## config.mk

```make
export PLATFORM = sky130hd
export DESIGN_NAME = humidity_temp_frame_decoder_core
export DESIGN_NICKNAME = d
export VERILOG_FILES = /design/src/design/htfd_pkg.sv /design/src/design/humidity_temp_frame_decoder_core.sv
export SDC_FILE = /design/constraint.sdc
export NUM_CORES = 1
export LEC_CHECK = 0
export ABC_AREA = 1
export BUFFER_PORTS_ARGS = -buffer_cell sky130_fd_sc_hd__buf_2
export CORE_MARGIN = 10
export CORE_UTILIZATION = 60
export CTS_CLUSTER_SIZE = 16
export DETAILED_ROUTE_END_ITERATION = 10
export HOLD_SLACK_MARGIN = 0.06
export PLACE_DENSITY = 0.84
export SYNTH_ARGS = -nofsm -noshare
export SYNTH_HDL_FRONTEND = slang
export SYNTH_SLANG_ARGS = --single-unit
```

## constraint.sdc

```tcl
create_clock -name aclk -period 7.7 [get_ports aclk]
set_input_delay 0.77 -clock aclk [delete_from_list [all_inputs] [get_ports aclk]]
set_output_delay 0.77 -clock aclk [all_outputs]
set_load 0.005 [all_outputs]
```

## src/design/htfd_pkg.sv

```systemverilog
package htfd_pkg;

    typedef enum logic [1:0] {
        FRAME_OK      = 2'd0,
        FRAME_BUSY    = 2'd1,
        FRAME_CRC_ERR = 2'd2
    } frame_status_t;

    localparam logic [7:0]  CRC_INIT    = 8'hFF;
    localparam logic [7:0]  CRC_POLY    = 8'h31;
    localparam int          BUSY_BIT    = 7;
    localparam int          RAW_W       = 20;
    localparam int          HUM_C_W     = 14;
    localparam int          TEMP_C_W    = 15;
    localparam int          FRAC_BITS   = 20;
    localparam logic [13:0] HUM_SCALE   = 14'd10000;
    localparam logic [14:0] TEMP_SCALE  = 15'd20000;
    localparam logic [14:0] TEMP_OFFSET = 15'd5000;

    localparam logic [2:0] POS_IDLE   = 3'd0;
    localparam logic [2:0] POS_HUM_HI = 3'd1;
    localparam logic [2:0] POS_HUM_MD = 3'd2;
    localparam logic [2:0] POS_SPLIT  = 3'd3;
    localparam logic [2:0] POS_TMP_MD = 3'd4;
    localparam logic [2:0] POS_TMP_LO = 3'd5;

    localparam int S_TDATA_W = 8;
    localparam int S_TUSER_W = 1;
    localparam int M_TDATA_W = 80;
    localparam int M_TUSER_W = 2;

    function automatic logic [7:0] crc8_update(input logic [7:0] crc, input logic [7:0] b);
        logic [7:0] c;
        c = crc ^ b;
        for (int k = 0; k < 8; k++) begin
            if (c[7]) begin
                c = {c[6:0], 1'b0} ^ CRC_POLY;
            end else begin
                c = {c[6:0], 1'b0};
            end
        end
        return c;
    endfunction

endpackage

```

## src/design/humidity_temp_frame_decoder_core.sv

```systemverilog
// Decodes the 7-byte reply of a humidity/temperature sensor, one byte per word:
// a status byte (flagged by s_tuser), five data bytes and a CRC-8 byte (poly 0x31,
// init 0xFF). A status byte with bit 7 set yields a busy result at once; otherwise
// one result follows the CRC byte with ok or CRC-mismatch status, the 20-bit raw
// humidity and temperature words and, when ok, humidity in 0.01 % and temperature
// in 0.01 degC. A data byte with no frame open is dropped; a new status byte drops
// any open frame. One byte is accepted every cycle unless a closing byte waits for
// a held result; a result passes from its closing byte through the input register,
// then the CRC/assembly and constant-scaling logic, into the result register.
module humidity_temp_frame_decoder_core (
    input  logic                             aclk,
    input  logic                             aresetn,
    input  logic                             s_tvalid,
    output logic                             s_tready,
    input  logic [htfd_pkg::S_TDATA_W-1:0]   s_tdata,   // [7:0] rx_byte
    input  logic [htfd_pkg::S_TUSER_W-1:0]   s_tuser,   // [0] frame_start
    output logic                             m_tvalid,
    input  logic                             m_tready,
    output logic [htfd_pkg::M_TDATA_W-1:0]   m_tdata,   // [7:0] status_byte,
                                                        // [27:8] humidity_raw,
                                                        // [47:28] temperature_raw,
                                                        // [61:48] humidity_centi,
                                                        // [76:62] temperature_centi,
                                                        // [79:77] zero
    output logic [htfd_pkg::M_TUSER_W-1:0]   m_tuser    // [1:0] frame_status
);

    logic       in_valid_reg;
    logic [7:0] in_byte_reg;
    logic       in_start_reg;

    logic [2:0]  pos_reg,    pos_next;
    logic        open_reg,   open_next;
    logic [7:0]  crc_reg,    crc_next;
    logic [7:0]  status_reg, status_next;
    logic [htfd_pkg::RAW_W-1:0] hum_reg,  hum_next;
    logic [htfd_pkg::RAW_W-1:0] temp_reg, temp_next;

    logic                        m_valid_reg;
    logic [htfd_pkg::M_TDATA_W-1:0] m_data_reg;
    logic [htfd_pkg::M_TUSER_W-1:0] m_user_reg;

    logic                        emit;
    htfd_pkg::frame_status_t     emit_st;
    logic [7:0]                  emit_status;
    logic [htfd_pkg::RAW_W-1:0]  emit_hum;
    logic [htfd_pkg::RAW_W-1:0]  emit_temp;
    logic [33:0]                 hum_prod;
    logic [34:0]                 temp_prod;
    logic [htfd_pkg::HUM_C_W-1:0]  hum_centi;
    logic [htfd_pkg::TEMP_C_W-1:0] temp_scaled;
    logic signed [htfd_pkg::TEMP_C_W-1:0] temp_centi;
    logic out_free;
    logic proc;

    always_comb begin
        pos_next    = pos_reg;
        open_next   = open_reg;
        crc_next    = crc_reg;
        status_next = status_reg;
        hum_next    = hum_reg;
        temp_next   = temp_reg;
        emit        = 1'b0;
        emit_st     = htfd_pkg::FRAME_OK;
        emit_status = status_reg;
        emit_hum    = hum_reg;
        emit_temp   = temp_reg;
        if (in_start_reg) begin
            status_next = in_byte_reg;
            crc_next    = htfd_pkg::crc8_update(htfd_pkg::CRC_INIT, in_byte_reg);
            hum_next    = '0;
            temp_next   = '0;
            emit_status = in_byte_reg;
            if (in_byte_reg[htfd_pkg::BUSY_BIT]) begin
                open_next = 1'b0;
                pos_next  = htfd_pkg::POS_IDLE;
                emit      = 1'b1;
                emit_st   = htfd_pkg::FRAME_BUSY;
                emit_hum  = '0;
                emit_temp = '0;
            end else begin
                open_next = 1'b1;
                pos_next  = htfd_pkg::POS_HUM_HI;
            end
        end else if (open_reg) begin
            crc_next = htfd_pkg::crc8_update(crc_reg, in_byte_reg);
            pos_next = pos_reg + 3'd1;
            case (pos_reg)
                htfd_pkg::POS_HUM_HI: begin
                    hum_next = {in_byte_reg, 12'd0};
                end
                htfd_pkg::POS_HUM_MD: begin
                    hum_next = hum_reg | {8'd0, in_byte_reg, 4'd0};
                end
                htfd_pkg::POS_SPLIT: begin
                    hum_next  = hum_reg | {16'd0, in_byte_reg[7:4]};
                    temp_next = {16'd0, in_byte_reg[3:0]};
                end
                htfd_pkg::POS_TMP_MD, htfd_pkg::POS_TMP_LO: begin
                    temp_next = {temp_reg[11:0], in_byte_reg};
                end
                default: begin
                    crc_next  = crc_reg;
                    open_next = 1'b0;
                    pos_next  = htfd_pkg::POS_IDLE;
                    emit      = 1'b1;
                    emit_st   = (in_byte_reg == crc_reg) ? htfd_pkg::FRAME_OK
                                                         : htfd_pkg::FRAME_CRC_ERR;
                end
            endcase
        end
    end

    assign hum_prod    = {14'd0, emit_hum} * {20'd0, htfd_pkg::HUM_SCALE};
    assign temp_prod   = {15'd0, emit_temp} * {20'd0, htfd_pkg::TEMP_SCALE};
    assign hum_centi   = hum_prod[htfd_pkg::FRAC_BITS +: htfd_pkg::HUM_C_W];
    assign temp_scaled = temp_prod[htfd_pkg::FRAC_BITS +: htfd_pkg::TEMP_C_W];
    assign temp_centi  = $signed(temp_scaled - htfd_pkg::TEMP_OFFSET);

    assign out_free = !m_valid_reg || m_tready;
    assign proc     = in_valid_reg && (!emit || out_free);
    assign s_tready = !in_valid_reg || proc;

    always_ff @(posedge aclk) begin
        if (!aresetn) begin
            in_valid_reg <= 1'b0;
        end else if (s_tready) begin
            in_valid_reg <= s_tvalid;
        end
        if (s_tready && s_tvalid) begin
            in_byte_reg  <= s_tdata[7:0];
            in_start_reg <= s_tuser[0];
        end
    end

    always_ff @(posedge aclk) begin
        if (!aresetn) begin
            pos_reg    <= htfd_pkg::POS_IDLE;
            open_reg   <= 1'b0;
            crc_reg    <= htfd_pkg::CRC_INIT;
            status_reg <= '0;
            hum_reg    <= '0;
            temp_reg   <= '0;
        end else if (proc) begin
            pos_reg    <= pos_next;
            open_reg   <= open_next;
            crc_reg    <= crc_next;
            status_reg <= status_next;
            hum_reg    <= hum_next;
            temp_reg   <= temp_next;
        end
    end

    always_ff @(posedge aclk) begin
        if (!aresetn) begin
            m_valid_reg <= 1'b0;
        end else if (out_free) begin
            m_valid_reg <= proc && emit;
        end
        if (out_free && proc && emit) begin
            m_user_reg <= emit_st;
            if (emit_st == htfd_pkg::FRAME_OK) begin
                m_data_reg <= {3'd0, temp_centi, hum_centi, emit_temp, emit_hum, emit_status};
            end else begin
                m_data_reg <= {3'd0, {htfd_pkg::TEMP_C_W{1'b0}}, {htfd_pkg::HUM_C_W{1'b0}},
                               emit_temp, emit_hum, emit_status};
            end
        end
    end

    assign m_tvalid = m_valid_reg;
    assign m_tdata  = m_data_reg;
    assign m_tuser  = m_user_reg;

endmodule
```

==> metrics <==
initial antenna violation count=0; worst reg2reg startpoint=in_byte_reg[7]; DRC Markers=0; Initial Utilization=61.3%; Worst setup EP type=flip-flop; initial drt markers=785; commonest cells in the netlist=394 x inv_1, 259 x nand2_1, 171 x ha_1; clk_lat worst skew=440 ps; GRT busiest layer=met2; Syn-to-layout area delta=9.71%; post-synth top area share=19.7%; Worst Setup EP=m_tdata[73]; DP Wirelength=24900 um; row cnt=54; number of max-cap violations=0; Setup-failing EPs final=0; startpoint types=flip-flop; VDD IR max=0.162 mV; setup repair bufs after CTS=0; Antenna Cells=0; placement-stage cell area=0.0141 mm^2; port bufs=93; Seq cells post-synth=150; EDFF count, synth=88; most common cell in the netlist=inv_1; Least-Margin Pin Slew=1230 ps; final net count=1965; global routing met2 resource utilization=36.9%; hold_buf cts=0; Mean Syn Cell Area=8.32 um^2; setup TNS=0 ps; sequential element share of the synthesized area=28.9%; first-pass iteration count of the detailed router=5; Clock Pin Slew Worst Setup and Hold Paths=60 ps; Clock Root Buffer=clkbuf_16; core area=0.0219 mm^2; wire length per cell after detailed routing=15.9 um; worst path required time=7870 ps; Crit. Startpoint=in_byte_reg[7]; Critical Path AT=6560 ps; worst r2r dst=m_tdata[73]; gr ovfl total=0; clock tree sinks=150; R2R setup slack=1310 ps; Chip Height=170 um; GRT Overall Usage=22.3%; met3 Usage GRT=3.61%; Reg2Reg Depth=27; unrepaired setup endpoints after global routing=false; Synth area leaders=edfxtp_1 20%, ha_1 16%, fa_1 12%; Largest register FFs=77; Post-Syn Instances=1614; Worst Min Path Start=status_reg[3]; Longest Clk Path Bufs=2; met1 Use GR=28.3%; total wire length=31800 um; vias in the first global route=10.7k; max-slew violations=0; largest net degree at the start of global routing=69; cts repair resizes=0; endpoints failing hold=0; run status=completed; H-tree Lvls=4; Num CTS Buffers=17; Final GP Congestion=0.968; pwr dens=151 mW/mm^2; global-route wire length before repair=52400 um; Syn. warnings=0; library cells used by synthesis=58; commonest register cell after synthesis=edfxtp_1; Die X=170 um; Final period util=83.0%; Synth Cell Area=0.0134 mm^2; largest area contributor in the netlist=edfxtp_1; full die area=0.0288 mm^2; Finished Cell Area=0.0147 mm^2; fraction of layout cells with a size suffix above 1=12.8%; Leak=7.86 nW; CP max FO=30; top achievable clock speed=157 MHz; via/cell ratio=5.31; Hold/Removal Path Class=flip-flop to flip-flop; post-synthesis async set-or-reset flop share=0%; post-layout min period=6390 ps; Setup CP Type=flip-flop to flip-flop; number of routed nets with antenna violations=0; IO Count=97; Vias=10.6k; Clock Skew=11.3 ps; max_slew headroom=17.9%; CTS tree=done
==> per-stage QoR <==
step                setup slack (ps)  util, %  instances  power, mW  hold slack (ps)
detailed placement              1400     64.4       1959       1.32              441
floorplan                       1980        -       1616       1.22              424
global route                     960     67.3       1991       2.32              479
finish                          1310     67.3       1991       2.22              449
global placement                1560     64.4       1959       1.30              434
CTS                             1390     67.3       1991       2.23              450
==> critical path, stage by stage (launching register included) <==
cell	delay (ps)
edfxtp_1	610
nand2_8	280
clkinv_4	250
nor2_1	600
fa_1	530
ha_1	330
fa_1	490
ha_1	310
inv_1	50
fa_1	490
inv_1	40
ha_1	380
a21oi_1	280
nand2_1	140
inv_1	70
nand2_1	60
inv_1	50
nand2_1	60
xor2_1	160
inv_1	70
ha_1	150
inv_1	50
nor2_1	140
nand2_1	140
nand3_2	110
inv_1	60
o21ai_0	140
a21oi_1	80
==> layer usage <==
metal	part of all wire, %	up-vias
li1	-	5235
met1	43	4921
met2	47	338
met3	5.8	85
met4	3.5	0
met5	0	-
==> power by group <==
| part | total, mW | switching [mW] | internal [mW] |
|---|---|---|---|
| Combinational | 0.408 | 0.265 | 0.143 |
| Clock | 0.915 | 0.368 | 0.548 |
| Sequential | 0.897 | 0.0194 | 0.878 |
| Total | 2.22 | 0.652 | 1.57 |
==> how the worst min path moves through the flow <==
stage	end	slack, ps	depth (start not counted)
3_5_place_dp	status_reg[3]	440	2
4_1_cts	status_reg[3]	450	2
2_1_floorplan	status_reg[1]	420	2
3_3_place_gp	status_reg[3]	430	2
6_report	status_reg[3]	450	2
5_1_grt	status_reg[4]	480	2
==> cell families (layout without fill, tap and decap cells) <==
logic type                 count (synthesis)  after routing  share of synthesized area (%)
AOI/OAI and AO/OA                        228            228                           10.6
xor gates and xnor gates                  43             43                           2.92
adders and majority gates                254            254                           28.3
buffers and inverters                    435            530                           12.6
DFF                                      150            150                           28.9
other                                      1              3                         0.0279
and+or+nand+nor                          503            503                           16.6
==> area by class of cell <==
cell class,instances,area [um^2]
repair buffers,96,488
clock buffers,19,433
multi-input cells,1031,7860
inverters,402,1520
fillers,1739,7160
flip-flops and latches,150,3880
clock inverters,13,193
well taps,280,350
==> cells in the final DEF, fill, tap and decap left out, types with 4 or more instances in the layout <==
| cell | instances |
|---|---|
| bufinv_16 | 4 |
| a211oi_2 | 13 |
| xor2_1 | 25 |
| clkbuf_16 | 17 |
| inv_2 | 6 |
| nor2_1 | 126 |
| edfxtp_1 | 88 |
| nand2_2 | 22 |
| or2_2 | 4 |
| nand3_1 | 36 |
| a31oi_1 | 4 |
| nor3_1 | 10 |
| inv_1 | 394 |
| xnor2_1 | 16 |
| dfxtp_1 | 62 |
| nor2_4 | 4 |
| o21ai_0 | 45 |
| inv_6 | 6 |
| a31o_2 | 6 |
| nor2_2 | 9 |
| nand2_4 | 4 |
| fa_1 | 83 |
| a21oi_1 | 113 |
| ha_1 | 171 |
| a21oi_2 | 5 |
| o21ai_1 | 9 |
| nand4_1 | 15 |
| buf_2 | 93 |
| o211ai_1 | 4 |
| nand2_1 | 259 |
| o21bai_1 | 8 |
| nand3_2 | 4 |
(Power assumes the default switching activity.)
